--- src/hw/rtl/lsss_pkg.sv ---
package lsss_pkg;

    localparam int REQ_W       = 3;
    localparam int STAT_W      = 3;
    localparam int IN_DATA_W   = 32;
    localparam int OUT_DATA_W  = 32;
    localparam int CNT_W       = 5;
    localparam int OUT_TDATA_W = 48;
    localparam int MAX_RESULTS = 16;
    localparam int STEP_W      = 5;

    typedef logic [STEP_W-1:0] t_step;

    typedef enum logic [REQ_W-1:0] {
        REQ_APPEND = 3'd0,
        REQ_SEARCH = 3'd1,
        REQ_REMOVE = 3'd2,
        REQ_SORT   = 3'd3,
        REQ_READ   = 3'd4
    } t_req;

    typedef enum logic [STAT_W-1:0] {
        STAT_DONE      = 3'd0,
        STAT_FOUND     = 3'd1,
        STAT_NOT_FOUND = 3'd2,
        STAT_EMPTY     = 3'd3,
        STAT_FULL      = 3'd4
    } t_status;

    // jump conditions
    typedef enum logic [3:0] {
        COND_NEVER,
        COND_ALWAYS,
        COND_EMPTY,
        COND_FULL,
        COND_I_LT_FILL,
        COND_J_LT_FILL,
        COND_I1_GE_FILL,
        COND_PICK_EQ_I,
        COND_I1_LT_N
    } t_cond;

    typedef enum logic [2:0] {RD_NONE, RD_I, RD_I1, RD_J, RD_FILL} t_rd;
    typedef enum logic [1:0] {WR_NONE, WR_APPEND, WR_PICK_RD, WR_I_MIN} t_wr;
    typedef enum logic       {FILL_HOLD, FILL_DEC} t_fill_op;
    typedef enum logic [1:0] {I_HOLD, I_CLR, I_INC} t_i_op;
    typedef enum logic [1:0] {J_HOLD, J_LOAD, J_INC} t_j_op;
    typedef enum logic [1:0] {SEL_HOLD, SEL_PICK_I, SEL_MIN_RD, SEL_CMP} t_sel_op;
    typedef enum logic [1:0] {HITS_HOLD, HITS_CLR, HITS_CNT} t_hits_op;
    typedef enum logic [2:0] {
        EM_NONE,
        EM_APPEND,
        EM_FULL,
        EM_EMPTY,
        EM_SEARCH,
        EM_REMOVE,
        EM_ENTRY
    } t_emit;

    typedef struct packed {
        logic     wait_req;
        t_cond    cond;
        t_step    target;
        t_rd      rd_sel;
        t_wr      wr;
        t_fill_op fill_op;
        t_i_op    i_op;
        t_j_op    j_op;
        t_sel_op  sel_op;
        t_hits_op hits_op;
        t_emit    emit;
    } t_ctl;

    typedef struct packed {
        logic stall;
        logic empty;
        logic full;
        logic i_lt_fill;
        logic j_lt_fill;
        logic i1_ge_fill;
        logic pick_eq_i;
        logic i1_lt_n;
    } t_flags;

    // program steps
    localparam t_step S_IDLE       = 5'd0;
    localparam t_step S_APP        = 5'd1;
    localparam t_step S_APP_W      = 5'd2;
    localparam t_step S_APP_E      = 5'd3;
    localparam t_step S_APP_FULL   = 5'd4;
    localparam t_step S_EMPTY      = 5'd5;
    localparam t_step S_SRCH       = 5'd6;
    localparam t_step S_SRCH_RD    = 5'd7;
    localparam t_step S_SRCH_CMP   = 5'd8;
    localparam t_step S_SRCH_E     = 5'd9;
    localparam t_step S_REM        = 5'd10;
    localparam t_step S_REM_DEC    = 5'd11;
    localparam t_step S_REM_RD     = 5'd12;
    localparam t_step S_REM_E      = 5'd13;
    localparam t_step S_SORT       = 5'd14;
    localparam t_step S_SORT_OUT   = 5'd15;
    localparam t_step S_SORT_MIN   = 5'd16;
    localparam t_step S_SORT_SCAN  = 5'd17;
    localparam t_step S_SORT_CHK   = 5'd18;
    localparam t_step S_SORT_SWP   = 5'd19;
    localparam t_step S_SORT_PUT   = 5'd20;
    localparam t_step S_SORT_NEXT  = 5'd21;
    localparam t_step S_RO         = 5'd22;
    localparam t_step S_RO_CLR     = 5'd23;
    localparam t_step S_RO_RD      = 5'd24;
    localparam t_step S_RO_E       = 5'd25;
    localparam t_step S_RO_END     = 5'd26;

    localparam t_ctl CTL_NOP = '{
        wait_req: 1'b0,
        cond:     COND_NEVER,
        target:   S_IDLE,
        rd_sel:   RD_NONE,
        wr:       WR_NONE,
        fill_op:  FILL_HOLD,
        i_op:     I_HOLD,
        j_op:     J_HOLD,
        sel_op:   SEL_HOLD,
        hits_op:  HITS_HOLD,
        emit:     EM_NONE
    };

    // control store
    function automatic t_ctl ucode(input t_step step);
        t_ctl c;
        c = CTL_NOP;
        unique case (step)
            S_IDLE: begin
                c.wait_req = 1'b1;
            end
            S_APP: begin
                c.cond   = COND_FULL;
                c.target = S_APP_FULL;
            end
            S_APP_W: begin
                c.wr = WR_APPEND;
            end
            S_APP_E: begin
                c.emit = EM_APPEND;
                c.cond = COND_ALWAYS;
            end
            S_APP_FULL: begin
                c.emit = EM_FULL;
                c.cond = COND_ALWAYS;
            end
            S_EMPTY: begin
                c.emit = EM_EMPTY;
                c.cond = COND_ALWAYS;
            end
            S_SRCH: begin
                c.cond    = COND_EMPTY;
                c.target  = S_EMPTY;
                c.i_op    = I_CLR;
                c.hits_op = HITS_CLR;
            end
            S_SRCH_RD: begin
                c.rd_sel = RD_I;
                c.i_op   = I_INC;
            end
            S_SRCH_CMP: begin
                c.hits_op = HITS_CNT;
                c.rd_sel  = RD_I;
                c.i_op    = I_INC;
                c.cond    = COND_I_LT_FILL;
                c.target  = S_SRCH_CMP;
            end
            S_SRCH_E: begin
                c.emit = EM_SEARCH;
                c.cond = COND_ALWAYS;
            end
            S_REM: begin
                c.cond   = COND_EMPTY;
                c.target = S_EMPTY;
            end
            S_REM_DEC: begin
                c.fill_op = FILL_DEC;
            end
            S_REM_RD: begin
                c.rd_sel = RD_FILL;
            end
            S_REM_E: begin
                c.emit = EM_REMOVE;
                c.cond = COND_ALWAYS;
            end
            S_SORT: begin
                c.cond   = COND_EMPTY;
                c.target = S_EMPTY;
                c.i_op   = I_CLR;
            end
            S_SORT_OUT: begin
                c.cond   = COND_I1_GE_FILL;
                c.target = S_RO_CLR;
                c.rd_sel = RD_I;
                c.sel_op = SEL_PICK_I;
                c.j_op   = J_LOAD;
            end
            S_SORT_MIN: begin
                c.sel_op = SEL_MIN_RD;
                c.rd_sel = RD_J;
                c.j_op   = J_INC;
            end
            S_SORT_SCAN: begin
                c.sel_op = SEL_CMP;
                c.rd_sel = RD_J;
                c.j_op   = J_INC;
                c.cond   = COND_J_LT_FILL;
                c.target = S_SORT_SCAN;
            end
            S_SORT_CHK: begin
                c.rd_sel = RD_I;
                c.cond   = COND_PICK_EQ_I;
                c.target = S_SORT_NEXT;
            end
            S_SORT_SWP: begin
                c.wr = WR_PICK_RD;
            end
            S_SORT_PUT: begin
                c.wr     = WR_I_MIN;
                c.i_op   = I_INC;
                c.cond   = COND_ALWAYS;
                c.target = S_SORT_OUT;
            end
            S_SORT_NEXT: begin
                c.i_op   = I_INC;
                c.cond   = COND_ALWAYS;
                c.target = S_SORT_OUT;
            end
            S_RO: begin
                c.cond   = COND_EMPTY;
                c.target = S_EMPTY;
            end
            S_RO_CLR: begin
                c.i_op = I_CLR;
            end
            S_RO_RD: begin
                c.rd_sel = RD_I;
            end
            S_RO_E: begin
                c.emit   = EM_ENTRY;
                c.rd_sel = RD_I1;
                c.i_op   = I_INC;
                c.cond   = COND_I1_LT_N;
                c.target = S_RO_E;
            end
            S_RO_END: begin
                c.cond = COND_ALWAYS;
            end
            default: begin
                c.cond = COND_ALWAYS;
            end
        endcase
        return c;
    endfunction

    // entry step of each request; unknown codes are dropped
    function automatic t_step dispatch(input logic [REQ_W-1:0] req);
        t_step s;
        unique case (req)
            REQ_APPEND: s = S_APP;
            REQ_SEARCH: s = S_SRCH;
            REQ_REMOVE: s = S_REM;
            REQ_SORT:   s = S_SORT;
            REQ_READ:   s = S_RO;
            default:    s = S_IDLE;
        endcase
        return s;
    endfunction

endpackage

--- src/hw/rtl/lsss_seq.sv ---
module lsss_seq
    import lsss_pkg::*;
(
    input  logic             i_clk,
    input  logic             i_rst_n,
    input  logic             i_in_valid,
    input  logic [REQ_W-1:0] i_req,
    input  t_flags           i_flags,
    output t_ctl             o_ctl,
    output logic             o_in_ready
);

    t_step r_step;
    t_step n_step;
    t_ctl  w_ctl;
    logic  w_jump;

    assign w_ctl      = ucode(r_step);
    assign o_ctl      = w_ctl;
    assign o_in_ready = w_ctl.wait_req;

    always_comb begin
        unique case (w_ctl.cond)
            COND_NEVER:      w_jump = 1'b0;
            COND_ALWAYS:     w_jump = 1'b1;
            COND_EMPTY:      w_jump = i_flags.empty;
            COND_FULL:       w_jump = i_flags.full;
            COND_I_LT_FILL:  w_jump = i_flags.i_lt_fill;
            COND_J_LT_FILL:  w_jump = i_flags.j_lt_fill;
            COND_I1_GE_FILL: w_jump = i_flags.i1_ge_fill;
            COND_PICK_EQ_I:  w_jump = i_flags.pick_eq_i;
            COND_I1_LT_N:    w_jump = i_flags.i1_lt_n;
            default:         w_jump = 1'b0;
        endcase
    end

    always_comb begin
        if (w_ctl.wait_req) begin
            n_step = i_in_valid ? dispatch(i_req) : r_step;
        end else if (i_flags.stall) begin
            // hold while the result register is occupied
            n_step = r_step;
        end else if (w_jump) begin
            n_step = w_ctl.target;
        end else begin
            n_step = r_step + STEP_W'(1);
        end
    end

    always_ff @(posedge i_clk) begin
        if (!i_rst_n) begin
            r_step <= S_IDLE;
        end else begin
            r_step <= n_step;
        end
    end

endmodule

--- src/hw/rtl/lsss_dp.sv ---
module lsss_dp
    import lsss_pkg::*;
#(
    parameter int DEPTH      = 16,
    parameter int DATA_WIDTH = 32
) (
    input  logic                  i_clk,
    input  logic                  i_rst_n,
    input  t_ctl                  i_ctl,
    input  logic                  i_accept,
    input  logic [IN_DATA_W-1:0]  i_value,
    output t_flags                o_flags,
    output logic                  o_m_valid,
    input  logic                  i_m_ready,
    output t_status               o_m_status,
    output logic [OUT_DATA_W-1:0] o_m_data,
    output logic [CNT_W-1:0]      o_m_match,
    output logic [CNT_W-1:0]      o_m_count,
    output logic                  o_m_last
);

    localparam int AW = (DEPTH > 1) ? $clog2(DEPTH) : 1;
    localparam int FW = $clog2(DEPTH + 1);

    logic [DATA_WIDTH-1:0] r_mem [DEPTH];

    logic [DATA_WIDTH-1:0] r_key;
    logic [DATA_WIDTH-1:0] r_rd;
    logic [DATA_WIDTH-1:0] r_min;
    logic [FW-1:0]         r_fill;
    logic [FW-1:0]         r_i;
    logic [FW-1:0]         r_j;
    logic [FW-1:0]         r_hits;
    logic [AW-1:0]         r_pick;

    logic                  r_m_valid;
    t_status               r_m_status;
    logic [OUT_DATA_W-1:0] r_m_data;
    logic [CNT_W-1:0]      r_m_match;
    logic [CNT_W-1:0]      r_m_count;
    logic                  r_m_last;

    t_status               n_m_status;
    logic [OUT_DATA_W-1:0] n_m_data;
    logic [CNT_W-1:0]      n_m_match;
    logic                  n_m_last;

    logic                  w_stall;
    logic                  w_go;
    logic [FW:0]           w_i1;
    logic [FW-1:0]         w_n;
    logic [AW-1:0]         w_rd_addr;
    logic [OUT_DATA_W-1:0] w_key_out;
    logic [OUT_DATA_W-1:0] w_rd_out;

    assign w_stall = (i_ctl.emit != EM_NONE) && r_m_valid && !i_m_ready;
    assign w_go    = !w_stall;
    assign w_i1    = {1'b0, r_i} + 1'b1;
    // read-out stops after the first MAX_RESULTS entries
    assign w_n     = (int'(r_fill) > MAX_RESULTS) ? FW'(MAX_RESULTS) : r_fill;

    assign w_key_out = OUT_DATA_W'(signed'(r_key));
    assign w_rd_out  = OUT_DATA_W'(signed'(r_rd));

    assign o_flags.stall      = w_stall;
    assign o_flags.empty      = (r_fill == '0);
    assign o_flags.full       = (r_fill == FW'(DEPTH));
    assign o_flags.i_lt_fill  = (r_i < r_fill);
    assign o_flags.j_lt_fill  = (r_j < r_fill);
    assign o_flags.i1_ge_fill = (w_i1 >= {1'b0, r_fill});
    assign o_flags.pick_eq_i  = (FW'(r_pick) == r_i);
    assign o_flags.i1_lt_n    = (w_i1 < {1'b0, w_n});

    always_comb begin
        case (i_ctl.rd_sel)
            RD_I:    w_rd_addr = r_i[AW-1:0];
            RD_I1:   w_rd_addr = w_i1[AW-1:0];
            RD_J:    w_rd_addr = r_j[AW-1:0];
            RD_FILL: w_rd_addr = r_fill[AW-1:0];
            default: w_rd_addr = r_i[AW-1:0];
        endcase
    end

    // entry store: one write and one registered read per cycle while not stalled
    always_ff @(posedge i_clk) begin
        if (w_go) begin
            case (i_ctl.wr)
                WR_APPEND:  r_mem[r_fill[AW-1:0]] <= r_key;
                WR_PICK_RD: r_mem[r_pick]         <= r_rd;
                WR_I_MIN:   r_mem[r_i[AW-1:0]]    <= r_min;
                default:    ;
            endcase
            if (i_ctl.rd_sel != RD_NONE) begin
                r_rd <= r_mem[w_rd_addr];
            end
        end
    end

    always_ff @(posedge i_clk) begin
        if (!i_rst_n) begin
            r_fill <= '0;
        end else if (w_go) begin
            if (i_ctl.wr == WR_APPEND) begin
                r_fill <= r_fill + 1'b1;
            end else if (i_ctl.fill_op == FILL_DEC) begin
                r_fill <= r_fill - 1'b1;
            end
        end
    end

    always_ff @(posedge i_clk) begin
        if (i_accept) begin
            r_key <= DATA_WIDTH'(signed'(i_value));
        end
        if (w_go) begin
            case (i_ctl.i_op)
                I_CLR:   r_i <= '0;
                I_INC:   r_i <= r_i + 1'b1;
                default: ;
            endcase
            case (i_ctl.j_op)
                J_LOAD:  r_j <= FW'(w_i1);
                J_INC:   r_j <= r_j + 1'b1;
                default: ;
            endcase
            case (i_ctl.hits_op)
                HITS_CLR: r_hits <= '0;
                HITS_CNT: r_hits <= r_hits + FW'(r_rd == r_key);
                default:  ;
            endcase
            case (i_ctl.sel_op)
                SEL_PICK_I: r_pick <= AW'(r_i);
                SEL_MIN_RD: r_min  <= r_rd;
                SEL_CMP: begin
                    // strict less-than keeps the first minimum
                    if ($signed(r_rd) < $signed(r_min)) begin
                        r_min  <= r_rd;
                        r_pick <= AW'(r_j - 1'b1);
                    end
                end
                default: ;
            endcase
        end
    end

    always_comb begin
        n_m_status = STAT_DONE;
        n_m_data   = '0;
        n_m_match  = '0;
        n_m_last   = 1'b1;
        case (i_ctl.emit)
            EM_APPEND: begin
                n_m_data = w_key_out;
            end
            EM_FULL: begin
                n_m_status = STAT_FULL;
                n_m_data   = w_key_out;
            end
            EM_EMPTY: begin
                n_m_status = STAT_EMPTY;
            end
            EM_SEARCH: begin
                n_m_status = (r_hits != '0) ? STAT_FOUND : STAT_NOT_FOUND;
                n_m_data   = w_key_out;
                n_m_match  = CNT_W'(r_hits);
            end
            EM_REMOVE: begin
                n_m_data = w_rd_out;
            end
            EM_ENTRY: begin
                n_m_data = w_rd_out;
                n_m_last = (w_i1 == {1'b0, w_n});
            end
            default: ;
        endcase
    end

    always_ff @(posedge i_clk) begin
        if (!i_rst_n) begin
            r_m_valid <= 1'b0;
        end else if ((i_ctl.emit != EM_NONE) && w_go) begin
            r_m_valid <= 1'b1;
        end else if (i_m_ready) begin
            r_m_valid <= 1'b0;
        end
    end

    always_ff @(posedge i_clk) begin
        if ((i_ctl.emit != EM_NONE) && w_go) begin
            r_m_status <= n_m_status;
            r_m_data   <= n_m_data;
            r_m_match  <= n_m_match;
            r_m_count  <= (i_ctl.emit == EM_EMPTY) ? '0 : CNT_W'(r_fill);
            r_m_last   <= n_m_last;
        end
    end

    assign o_m_valid  = r_m_valid;
    assign o_m_status = r_m_status;
    assign o_m_data   = r_m_data;
    assign o_m_match  = r_m_match;
    assign o_m_count  = r_m_count;
    assign o_m_last   = r_m_last;

endmodule

--- src/hw/rtl/list_store_search_sort.sv ---
// channel   dir  handshake                      payload
// request   in   s_axis_tvalid / s_axis_tready  tdata: value; tuser: req_type
// result    out  m_axis_tvalid / m_axis_tready  tdata: data_word, match_count,
//                                               entry_count; tuser: status; tlast
//
// A microprogram steps once per cycle unless stalled; the store has one port, one read per step.
// Read-out returns the first n = min(fill, 16) entries; sort reorders the store and then
// reads it out; search, remove, sort and read on an empty store give an EMPTY status.
// Requests are taken only between programs; a result not yet taken stalls the program when it next emits.
// Reset (synchronous, active low) empties the store; no clearing pass is needed.
module list_store_search_sort
    import lsss_pkg::*;
#(
    parameter int DEPTH      = 16,
    parameter int DATA_WIDTH = 32
) (
    input  logic                   i_clk,
    input  logic                   i_rst_n,
    input  logic                   s_axis_tvalid,
    output logic                   s_axis_tready,
    input  logic [IN_DATA_W-1:0]   s_axis_tdata,   // [31:0] value
    input  logic [REQ_W-1:0]       s_axis_tuser,   // [2:0] req_type
    output logic                   m_axis_tvalid,
    input  logic                   m_axis_tready,
    output logic [OUT_TDATA_W-1:0] m_axis_tdata,   // [31:0] data_word, [36:32] match_count,
                                                   // [41:37] entry_count, rest zero
    output logic [STAT_W-1:0]      m_axis_tuser,   // [2:0] status
    output logic                   m_axis_tlast
);

    t_ctl                  w_ctl;
    t_flags                w_flags;
    logic                  w_in_ready;
    t_status               w_status;
    logic [OUT_DATA_W-1:0] w_data;
    logic [CNT_W-1:0]      w_match;
    logic [CNT_W-1:0]      w_count;

    lsss_seq u_seq (
        .i_clk      (i_clk),
        .i_rst_n    (i_rst_n),
        .i_in_valid (s_axis_tvalid),
        .i_req      (s_axis_tuser),
        .i_flags    (w_flags),
        .o_ctl      (w_ctl),
        .o_in_ready (w_in_ready)
    );

    lsss_dp #(
        .DEPTH      (DEPTH),
        .DATA_WIDTH (DATA_WIDTH)
    ) u_dp (
        .i_clk      (i_clk),
        .i_rst_n    (i_rst_n),
        .i_ctl      (w_ctl),
        .i_accept   (s_axis_tvalid && w_in_ready),
        .i_value    (s_axis_tdata),
        .o_flags    (w_flags),
        .o_m_valid  (m_axis_tvalid),
        .i_m_ready  (m_axis_tready),
        .o_m_status (w_status),
        .o_m_data   (w_data),
        .o_m_match  (w_match),
        .o_m_count  (w_count),
        .o_m_last   (m_axis_tlast)
    );

    assign s_axis_tready = w_in_ready;
    assign m_axis_tuser  = w_status;
    assign m_axis_tdata  = {{(OUT_TDATA_W - OUT_DATA_W - 2*CNT_W){1'b0}},
                            w_count, w_match, w_data};

endmodule

--- config.mk ---
export PLATFORM = sky130hd
export DESIGN_NAME = list_store_search_sort
export DESIGN_NICKNAME = d
export VERILOG_FILES = /design/src/hw/rtl/lsss_pkg.sv /design/src/hw/rtl/lsss_seq.sv /design/src/hw/rtl/lsss_dp.sv /design/src/hw/rtl/list_store_search_sort.sv
export SDC_FILE = /design/constraint.sdc
export NUM_CORES = 1
export LEC_CHECK = 0
export BUFFER_PORTS_ARGS = -buffer_cell sky130_fd_sc_hd__buf_2
export CAP_MARGIN = 25
export CORE_MARGIN = 1
export CORE_UTILIZATION = 50
export CTS_CLUSTER_DIAMETER = 30
export DETAILED_ROUTE_END_ITERATION = 10
export GPL_TIMING_DRIVEN = 0
export PLACE_DENSITY = 0.68
export SYNTH_ARGS = -nofsm -noshare
export SYNTH_HDL_FRONTEND = slang
export SYNTH_SLANG_ARGS = --single-unit
export TNS_END_PERCENT = 30
--- constraint.sdc ---
create_clock -name i_clk -period 5.35 [get_ports i_clk]
set_clock_uncertainty 0.1 [all_clocks]
set_input_delay 1.07 -clock i_clk [delete_from_list [all_inputs] [get_ports i_clk]]
set_output_delay 1.07 -clock i_clk [all_outputs]
set_load 0.005 [all_outputs]
==> results.sh, run 1 <==
export IMPL_yosys_warnings=0
export IMPL_maxCapViolCount=0
export IMPL_routed_via_density=6.12
export IMPL_layout_cells_most_common_list="edfxtp_1 (673), nand2_1 (223), mux2i_1 (134)"
export IMPL_remaining_overflow_grt=0
export IMPL_htreeDepth=3
export IMPL_die_extent_in_x_um=245
export IMPL_grt_first_pass_wirelength_um=123000
export IMPL_detailed_router_s_first_iteration_violation_count=1963
export IMPL_worst_ir_drop_vdd_uv=438
export IMPL_grt_use_total=0.280
export IMPL_rsz_0062_raised_after_global_routing="false"
export IMPL_die_footprint_mm2=0.0599
export IMPL_cell_chosen_for_the_clock_root="clkbuf_16"
export IMPL_clk_pin_slew_worst_paths_ns=0.05
export IMPL_post_dp_cell_area_mm2=0.0316
export IMPL_launch_point_of_the_worst_path="u_seq.r_step[3]"
export IMPL_syn_area_mm2=0.0295
export IMPL_finalWeightedCongestion=0.941
export IMPL_maxUsedRoutingLayer="met4"
export IMPL_synth_distinct_cells=70
export IMPL_die_h_um=245
export IMPL_first_global_vias=19300
export IMPL_async_reset_ff_frac=0
export IMPL_synth_edff_count=673
export IMPL_total_leakage_power_nw=12.8
export IMPL_clkLatencyLatePin_ns=0.67
export IMPL_critical_path_required_ns=5.67
export IMPL_wl_met2_um=39400
export IMPL_totalWireLength_um=83800
export IMPL_cts_sink_count=684
export IMPL_drive_gt1_frac=0.169
export IMPL_final_critical_path_setup_slack_ns=0.145
export IMPL_cts_max_path_buffers=3
export IMPL_timing_max_transition_violations_final=0
export IMPL_slack_of_the_worst_reg_to_reg_path_ns=0.14
export IMPL_critPathCaptureType="register"
export IMPL_route_layer_met1_wl_um=34200
export IMPL_netlist_instances=2067
export IMPL_power_density_mw_per_mm2=599
export IMPL_total_number_of_vias=19600
export IMPL_numPortBuffers=86
export IMPL_crit_fanout=10
export IMPL_synth_seq_area_share=0.693
export IMPL_run_status="finished, final reports clean"
export IMPL_timing_critical_path_from_type="register"
export IMPL_effective_utilization_at_floorplan=0.509
export IMPL_worstReg2RegEnd="u_dp.r_rd[14]"
export IMPL_pin_count_of_the_biggest_net_entering_global_routing=34
export IMPL_detail_route_drc_violations=0
export IMPL_fin_crit_ns=5.21
export IMPL_ant_nets=0
export IMPL_cts_setup_buffers=0
export IMPL_hold_fails_final_rpt=0
export IMPL_finalSetupViolations=0
export IMPL_antenna_found_initial=0
export IMPL_first_pass_iteration_count_of_the_detailed_router=6
export IMPL_cell_count_of_the_worst_reg_to_reg_path=13
export IMPL_rows=88
export IMPL_setup_worst_path_class="register to register"
export IMPL_worst_ep_arrival_time_ns=5.52
export IMPL_io_pin_count=93
export IMPL_syn_avg_cell_area_um2=14.3
export IMPL_route_met3_wl_um=7590
export IMPL_final_net_count=2438
export IMPL_n_antenna_cell=0
export IMPL_destination_of_the_critical_timing_path="u_dp.r_rd[14]"
export IMPL_clock_tree_from_tritoncts="yes"
export IMPL_core_region_area_mm2=0.0579
export IMPL_tritoncts_num_buffers=120
export IMPL_achievable_frequency_ghz=0.192
export IMPL_fin_crit_sh=0.973
export IMPL_critical_path_reg2reg_startpoint="u_seq.r_step[3]"
export IMPL_pre_cts_slack_ns=0.248
export IMPL_synth_ff_latch_count=684
export IMPL_synthToLayoutAreaGrowth_pct=21.9
export IMPL_ys_dominant_reg_cell="edfxtp_1"
export IMPL_max_slew_worst_pin_slew_ns=1.19
export IMPL_routed_wire_per_std_cell_um=26.2
export IMPL_dp_hpwl_um=56100
export IMPL_holdCritPathClass="register to register"
export IMPL_max_slew_margin=0.198
export IMPL_layout_cell_area_non_filler_mm2=0.0359
export IMPL_mostFrequentLayoutCell="edfxtp_1"
[how the worst min path moves through the flow]
stage	cells after the start	slack, ns	from	to
3_5_place_dp	0	0.45	u_dp.r_rd[0]	u_dp.r_min[0]
4_1_cts	1	0.45	s_axis_tdata[18]	u_dp.r_key[18]
3_3_place_gp	0	0.44	u_dp.r_rd[0]	u_dp.r_min[0]
6_report	0	0.46	u_dp.r_rd[3]	u_dp.r_min[3]
5_1_grt	1	0.46	s_axis_tdata[18]	u_dp.r_key[18]
2_1_floorplan	0	0.41	u_dp.r_rd[0]	u_dp.r_min[0]
[final cells by class]
| class | count | area, um^2 |
|---|---|---|
| plain buffers | 128 | 552 |
| inverters | 52 | 195 |
| multi-input cells | 1208 | 8480 |
| fillers | 4196 | 22000 |
| well taps | 765 | 957 |
| clock buffers | 130 | 3040 |
| clock inverters | 92 | 1110 |
| repair buffers | 138 | 1140 |
| flip-flops and latches | 684 | 20400 |
[per-stage QoR]
stage	total power, W	TNS (ns)	util	instances	hold slack [ns]
2_1_floorplan	0.0111	0	-	2072	0.406
3_3_place_gp	0.0133	-347.14	0.533	2923	0.442
3_5_place_dp	0.0136	0	0.546	2961	0.454
4_1_cts	0.0214	0	0.618	3183	0.451
5_1_grt	0.0222	0	0.620	3197	0.462
6_report	0.0215	0	0.620	3197	0.461
[cells in the mapped netlist (all sizes together), types with 12 or more instances]
| library cell | instances | share of area |
|---|---|---|
| a211oi | 75 | 0.019 |
| xor2 | 40 | 0.012 |
| a21oi | 66 | 0.011 |
| nor4 | 12 | 0.0025 |
| ha | 66 | 0.028 |
| a22o | 32 | 0.0095 |
| o21ai | 70 | 0.012 |
| edfxtp | 673 | 0.69 |
| a21o | 20 | 0.0051 |
| a32oi | 99 | 0.029 |
| buf | 40 | 0.0074 |
| and2 | 20 | 0.0042 |
| nor2b | 16 | 0.0034 |
| clkbuf | 88 | 0.011 |
| mux2i | 134 | 0.046 |
| nor3 | 14 | 0.0031 |
| nand3 | 20 | 0.0034 |
| inv | 52 | 0.0066 |
| and3 | 71 | 0.015 |
| nor2 | 95 | 0.012 |
| and4 | 33 | 0.0098 |
| nand2 | 223 | 0.028 |
| xnor2 | 15 | 0.0045 |
[critical path, stage by stage, from the launching register on]
cell and delay, ns:
dfxtp_1 0.37, buf_2 0.25, buf_2 0.25, clkbuf_1 0.44
and3_1 0.24, ha_1 0.40, inv_1 0.22, nand2_1 0.18
a2bb2oi_1 0.24, nand3_1 0.52, nor3_4 0.58, clkbuf_1 0.63
a32oi_1 0.25, and4_1 0.28
[power by group]
group | switching [W] | total (W) | internal, W
combinational | 0.00422 | 0.00627 | 0.00205
clock | 0.00262 | 0.00776 | 0.00514
sequential | 0.000485 | 0.00748 | 0.00700
[registers in the layout (all words and copies together), names as in the netlist]
name / count
u_dp.r_mem: 512
u_dp.r_key: 32
u_dp.r_i: 5
u_dp.o_m_status: 3
u_dp.o_m_match: 5
u_dp.r_j: 5
u_dp.o_m_valid: 1
u_dp.r_min: 32
u_dp.r_hits: 5
u_seq.r_step: 5
u_dp.r_pick: 4
u_dp.r_rd: 32
u_dp.r_fill: 5
u_dp.o_m_last: 1
u_dp.o_m_count: 5
u_dp.o_m_data: 32
[routing by layer]
| layer | track usage | vias to the layer above |
|---|---|---|
| li1 | - | 8593 |
| met1 | 0.379 | 9758 |
| met2 | 0.449 | 1042 |
| met3 | 0.0527 | 183 |
| met4 | 0.109 | 0 |
| met5 | 0 | - |
[timing repair]
| item | in CTS | in global routing |
|---|---|---|
| resized for setup | 0 | 8 |
| endpoints found under the hold margin | 0 | 0 |
| setup endpoints to repair | 0 | 16 |
| hold buffers | 0 | 0 |
[cell families after synthesis]
kind of cell | synth area share
AOI/OAI and AO/OA | 0.0989
xor gates and xnor gates | 0.0163
DFF | 0.693
other | 0.000127
buffers and inverters | 0.0252
muxes | 0.0463
adders and majority gates | 0.0287
and+or+nand+nor | 0.0912
Note: power is estimated with default switching activity, not from simulation.
==> inputs of run 2 (changes only) <==
--- a/config.mk
+++ b/config.mk
@@ -12,7 +12,7 @@
 export CTS_CLUSTER_DIAMETER = 30
 export DETAILED_ROUTE_END_ITERATION = 10
 export GPL_TIMING_DRIVEN = 0
-export PLACE_DENSITY = 0.68
+export PLACE_DENSITY = 0.65
 export SYNTH_ARGS = -nofsm -noshare
 export SYNTH_HDL_FRONTEND = slang
 export SYNTH_SLANG_ARGS = --single-unit
==> constraint.sdc (replaced) <==
create_clock -name i_clk -period 6 [get_ports i_clk]
set_clock_uncertainty 0.1 [all_clocks]
set_input_delay 1.2 -clock i_clk [delete_from_list [all_inputs] [get_ports i_clk]]
set_output_delay 1.2 -clock i_clk [all_outputs]
set_load 0.005 [all_outputs]
==> run 2 against run 1 <==
Against the previous run:
- cell count up 0.38%
- first-iteration DRC count up 11%
- register-to-register slack better by 0.50 ns
- utilization up 0.37 points
- via count up 0.51%
- clock power down 6.1%
==> results.sh, run 2 (synthesized netlist as in run 1, its figures left out) <==
export IMPL_run_status="finished, final reports clean"
export IMPL_effective_utilization_at_floorplan=0.509
export IMPL_max_slew_margin=0.206
export IMPL_combined_area_of_the_multi_input_logic_cells_mm2=0.00848
export IMPL_remaining_overflow_grt=0
export IMPL_cts_setup_buffers=0
export IMPL_routed_via_density=6.13
export IMPL_post_dp_cell_area_mm2=0.0316
export IMPL_post_layout_total_power_w=0.0195
export IMPL_die_footprint_mm2=0.0599
export IMPL_final_core_utilization=0.624
export IMPL_cell_count_of_the_worst_reg_to_reg_path=13
export IMPL_worstHoldPathCells=0
export IMPL_largest_reg_flops=512
export IMPL_layout_cell_area_non_filler_mm2=0.0361
export IMPL_fin_crit_ns=5.35
export IMPL_final_net_count=2448
export IMPL_finalHoldWorstSlack_ns=0.457
export IMPL_worstReg2RegEnd="u_dp.r_rd[12]"
export IMPL_critical_path_required_ns=6.33
export IMPL_max_slew_worst_pin_slew_ns=1.18
export IMPL_fin_setup_tns_ns=0
export IMPL_core_region_area_mm2=0.0579
export IMPL_cts_sink_count=684
export IMPL_fillers=4329
export IMPL_cp_cell_sequence="buf_2 > buf_2 > clkbuf_1 > and3_1 > ha_1 > inv_1 > nand2_1 > a2bb2oi_1 > nand3_1 > nor3_2 > clkbuf_1 > a32oi_1 > and4_1"
export IMPL_tritoncts_num_buffers=130
export IMPL_clk_pin_slew_worst_paths_ns=0.05
export IMPL_htreeDepth=4
export IMPL_die_extent_in_x_um=245
export IMPL_power_density_mw_per_mm2=541
export IMPL_critical_path_reg2reg_startpoint="u_seq.r_step[3]"
export IMPL_io_pin_count=93
export IMPL_total_number_of_vias=19700
export IMPL_rsz_0062_raised_after_global_routing="false"
export IMPL_clkLatencyLatePin_ns=0.69
export IMPL_sequential_cell_area_mm2=0.0204
export IMPL_finalSetupViolations=0
export IMPL_n_antenna_cell=0
export IMPL_rows=88
export IMPL_timing_critical_path_max_delay_family="simple AND/OR/NAND/NOR gates"
export IMPL_dp_hpwl_um=56800
export IMPL_total_leakage_power_nw=12.9
export IMPL_grt_first_pass_wirelength_um=124000
export IMPL_first_pass_iteration_count_of_the_detailed_router=5
export IMPL_synthToLayoutAreaGrowth_pct=22.6
export IMPL_drive_gt1_frac=0.169
export IMPL_grt_use_total=0.287
export IMPL_crit_fanout=10
export IMPL_die_h_um=245
export IMPL_critPathSlowestCell="nor3_2"
export IMPL_destination_of_the_critical_timing_path="u_dp.r_rd[12]"
export IMPL_timing_max_transition_violations_final=0
export IMPL_worst_ep_arrival_time_ns=5.68
export IMPL_post_cts_resized=0
export IMPL_timing_critical_path_slowest_cell_delay_ns=0.76
export IMPL_timing_critical_path_from_type="register"
export IMPL_detail_route_drc_violations=0
export IMPL_cell_chosen_for_the_clock_root="clkbuf_16"
export IMPL_critPathCaptureType="register"
export IMPL_totalWireLength_um=85300
export IMPL_first_global_vias=19400
export IMPL_cts_max_path_buffers=3
export IMPL_launch_point_of_the_worst_path="u_seq.r_step[3]"
export IMPL_ant_nets=0
export IMPL_antenna_found_initial=2
export IMPL_slack_of_the_worst_reg_to_reg_path_ns=0.65
export IMPL_mostFrequentLayoutCell="edfxtp_1"
export IMPL_hold_fails_final_rpt=0
export IMPL_detailed_router_s_first_iteration_violation_count=2186
export IMPL_layout_cells_most_common_list="edfxtp_1 (673), nand2_1 (223), mux2i_1 (134), clkbuf_16 (134), buf_2 (116)"
export IMPL_numPortBuffers=86
export IMPL_largest_register="u_dp.r_mem"
export IMPL_worst_ir_drop_vdd_uv=325
export IMPL_setup_worst_path_class="register to register"
export IMPL_achievable_frequency_ghz=0.187
export IMPL_number_of_buffer_and_inverter_stages_on_the_critical_path=5
export IMPL_holdCritPathClass="register to register"
export IMPL_fin_crit_sh=0.892
export IMPL_crit_path_cell_count=13
export IMPL_pin_count_of_the_biggest_net_entering_global_routing=29
export IMPL_maxCapViolCount=0
export IMPL_routed_wire_per_std_cell_um=26.6
export IMPL_finalWeightedCongestion=0.909
export IMPL_ctsHoldBuffers=0
export IMPL_clock_tree_from_tritoncts="yes"
## run 2: through the flow
step | setup slack, ns | std cells
2_1_floorplan | 1.04 | 2072
3_3_place_gp | -1.81 | 2923
3_5_place_dp | 0.831 | 2960
4_1_cts | 0.821 | 3194
5_1_grt | 0.566 | 3209
6_report | 0.648 | 3209
## run 2: how the worst min path moves through the flow
stage                       startpoint       endpoint  slack, ns
after floorplan           u_dp.r_rd[0]  u_dp.r_min[0]       0.41
final                     u_dp.r_rd[0]  u_dp.r_min[0]       0.46
after global placement    u_dp.r_rd[0]  u_dp.r_min[0]       0.44
after detailed placement  u_dp.r_rd[0]  u_dp.r_min[0]       0.43
after CTS                 u_dp.r_rd[0]  u_dp.r_min[0]       0.44
after global routing      u_dp.r_rd[0]  u_dp.r_min[0]       0.47
## run 2: layer usage
layer,global-route usage,vias to the layer above,part of all wire
met5,0,-,0.00012
met1,0.397,9813,0.41
met2,0.442,1105,0.46
met3,0.0621,170,0.10
met4,0.114,2,0.032
li1,-,8585,-
## run 2: power by group
group,leakage [nW],internal [W],switching [W]
Sequential,6.18,0.00624,0.000423
Combinational,4.59,0.00182,0.00378
Clock,2.12,0.00492,0.00237
## run 2: worst reg2reg max path: cells and delay by family, from the launching register on
kind                       cells  cell delay [ns]
DFF                            1             0.37
adders and majority gates      1             0.37
and+or+nand+nor                5             1.93
buffers and inverters          5             1.85
AOI/OAI and AO/OA              2             0.47
## run 2: final cells by class
type,instances,area share
Sequential cell,684,0.566
Multi-Input combinational cell,1208,0.235
Clock buffer,149,0.0947
Timing Repair Buffer,138,0.0308
Clock inverter,85,0.0273
Tap cell,765,0.0265
Buffer,128,0.0152
Inverter,52,0.00540
==> inputs of run 3 (changes only) <==
--- a/config.mk
+++ b/config.mk
@@ -7,6 +7,7 @@
 export LEC_CHECK = 0
 export BUFFER_PORTS_ARGS = -buffer_cell sky130_fd_sc_hd__buf_2
 export CAP_MARGIN = 25
+export CORE_ASPECT_RATIO = 1.75
 export CORE_MARGIN = 1
 export CORE_UTILIZATION = 50
 export CTS_CLUSTER_DIAMETER = 30
==> run 3 against run 2 <==
Against the previous run:
- sequential share of layout area up 2.2 points
- critical path depth stayed put
- first-iteration DRC count is 22% lower
- global-route usage grew 0.18 points
==> results.sh, run 3 (synthesized netlist as in run 1, its figures left out) <==
export IMPL_run_status="finished, final reports clean"
export IMPL_ant_nets=0
export IMPL_dp_hpwl_um=61700
export IMPL_grt_first_pass_wirelength_um=122000
export IMPL_power_density_mw_per_mm2=509
export IMPL_n_antenna_cell=0
export IMPL_totalWireLength_um=85200
export IMPL_routed_via_density=6.04
export IMPL_finalWeightedCongestion=0.948
export IMPL_htreeDepth=3
export IMPL_launch_point_of_the_worst_path="u_seq.r_step[3]"
export IMPL_die_extent_in_x_um=186
export IMPL_setup_worst_path_class="register to register"
export IMPL_io_pin_count=93
export IMPL_routed_wire_per_std_cell_um=27.0
export IMPL_holdCritPathClass="register to register"
export IMPL_effective_utilization_at_floorplan=0.506
export IMPL_cell_chosen_for_the_clock_root="clkbuf_16"
export IMPL_timing_max_transition_violations_final=0
export IMPL_critPathSlowestCell="nor3_2"
export IMPL_ctsHoldBuffers=0
export IMPL_post_layout_total_power_w=0.0177
export IMPL_finalSetupViolations=0
export IMPL_antenna_found_initial=2
export IMPL_cp_cell_sequence="buf_2 > buf_2 > clkbuf_1 > and3_1 > ha_1 > inv_1 > nand2_1 > a2bb2oi_1 > nand3_1 > nor3_2 > clkbuf_1 > a32oi_1 > and4_1"
export IMPL_crit_fanout=10
export IMPL_die_h_um=323
export IMPL_fin_crit_sh=0.952
export IMPL_detailed_router_s_first_iteration_violation_count=1715
export IMPL_clock_tree_from_tritoncts="yes"
export IMPL_final_net_count=2410
export IMPL_placedCellCount=2970
export IMPL_rsz_0062_raised_after_global_routing="false"
export IMPL_globalRouteMet1Util=0.295
export IMPL_achievable_frequency_ghz=0.175
export IMPL_cts_sink_count=684
export IMPL_synthToLayoutAreaGrowth_pct=18.1
export IMPL_worst_hold_path_endpoint="u_dp.r_min[3]"
export IMPL_maxCapViolCount=0
export IMPL_fin_crit_ns=5.71
export IMPL_sequential_cell_area_mm2=0.0204
export IMPL_cts_max_path_buffers=3
export IMPL_numPortBuffers=86
export IMPL_cts_setup_buffers=0
export IMPL_hold_fails_final_rpt=0
export IMPL_core_region_area_mm2=0.0583
export IMPL_number_of_buffer_and_inverter_stages_on_the_critical_path=5
export IMPL_timing_critical_path_max_delay_family="buffers and inverters"
export IMPL_die_footprint_mm2=0.0600
export IMPL_max_slew_worst_pin_slew_ns=1.05
export IMPL_critical_path_reg2reg_startpoint="u_seq.r_step[3]"
export IMPL_largest_register="u_dp.r_mem"
export IMPL_tritoncts_num_buffers=91
export IMPL_critical_path_required_ns=6.29
export IMPL_finalNonFillerCells=3154
export IMPL_slack_of_the_worst_reg_to_reg_path_ns=0.29
export IMPL_worst_ep_arrival_time_ns=6.00
export IMPL_drive_gt1_frac=0.155
export IMPL_combined_area_of_the_multi_input_logic_cells_mm2=0.00848
export IMPL_worst_ir_drop_vdd_uv=243
export IMPL_detail_route_drc_violations=0
export IMPL_pin_count_of_the_biggest_net_entering_global_routing=34
export IMPL_largest_reg_flops=512
export IMPL_busiest_layer="met2"
export IMPL_post_cts_resized=0
export IMPL_worstReg2RegEnd="u_dp.r_rd[7]"
export IMPL_rows=117
export IMPL_first_pass_iteration_count_of_the_detailed_router=5
export IMPL_layout_cells_most_common_list="edfxtp_1 (673), nand2_1 (223), mux2i_1 (134)"
export IMPL_grt_util_met3=0.0431
export IMPL_grt_use_total=0.288
export IMPL_min_delay_start="u_dp.r_rd[3]"
export IMPL_clkLatencyLatePin_ns=0.65
export IMPL_timing_critical_path_slowest_cell_delay_ns=0.77
export IMPL_remaining_overflow_grt=0
export IMPL_total_number_of_vias=19000
export IMPL_clk_pin_slew_worst_paths_ns=0.05
export IMPL_worstHoldPathCells=0
export IMPL_fillers=4516
export IMPL_critPathCaptureType="register"
export IMPL_max_slew_margin=0.296
export IMPL_met2_usage=0.535
export IMPL_cell_count_of_the_worst_reg_to_reg_path=13
export IMPL_mostFrequentLayoutCell="edfxtp_1"
export IMPL_timing_critical_path_from_type="register"
export IMPL_first_global_vias=19300
export IMPL_total_leakage_power_nw=12.2
[run 3: metrics by stage]
step	instance area (um^2)	util	TNS [ns]	worst slack [ns]	hold WS, ns
after floorplan	29500	-	0	1.04	0.406
final	34800	0.597	0	0.286	0.468
after global placement	30900	0.530	-115.19	-1.28	0.447
after CTS	34700	0.595	0	0.591	0.461
after detailed placement	31600	0.543	0	0.610	0.449
after global routing	34800	0.597	0	0.303	0.485
[run 3: per-layer routing]
layer | wire length, um | share of wire
met1 | 28200 | 0.33
met3 | 5050 | 0.059
met5 | 18 | 0.00021
met4 | 5600 | 0.066
met2 | 46400 | 0.54
[run 3: report_power, final]
part	switching, W	internal, W	total, W
clock	0.00223	0.00317	0.00540
combinational	0.00389	0.00182	0.00571
sequential	0.000383	0.00623	0.00661
[run 3: worst max-delay path by stage]
stage	to	slack, ns	cells after the start
5_1_grt	u_dp.r_rd[7]	0.30	13
2_1_floorplan	u_dp.r_min[0]	1.04	8
3_3_place_gp	u_dp.r_min[5]	-1.28	9
6_report	u_dp.r_rd[7]	0.29	13
4_1_cts	u_dp.r_rd[7]	0.59	13
3_5_place_dp	u_dp.r_rd[7]	0.61	13
[run 3: area by class of cell]
| class | instances | area share |
|---|---|---|
| Sequential cell | 684 | 0.587 |
| Tap cell | 773 | 0.0278 |
| Multi-Input combinational cell | 1208 | 0.244 |
| Inverter | 52 | 0.00561 |
| Clock inverter | 69 | 0.0203 |
| Buffer | 128 | 0.0157 |
| Timing Repair Buffer | 139 | 0.0316 |
| Clock buffer | 101 | 0.0683 |
[run 3: worst register-to-register path, delay by kind of cell (launching register included)]
family | cells | cell delay (ns)
AOI/OAI and AO/OA | 2 | 0.47
adders and majority gates | 1 | 0.39
buffers and inverters | 5 | 2.01
DFF | 1 | 0.49
and+or+nand+nor | 5 | 2.01
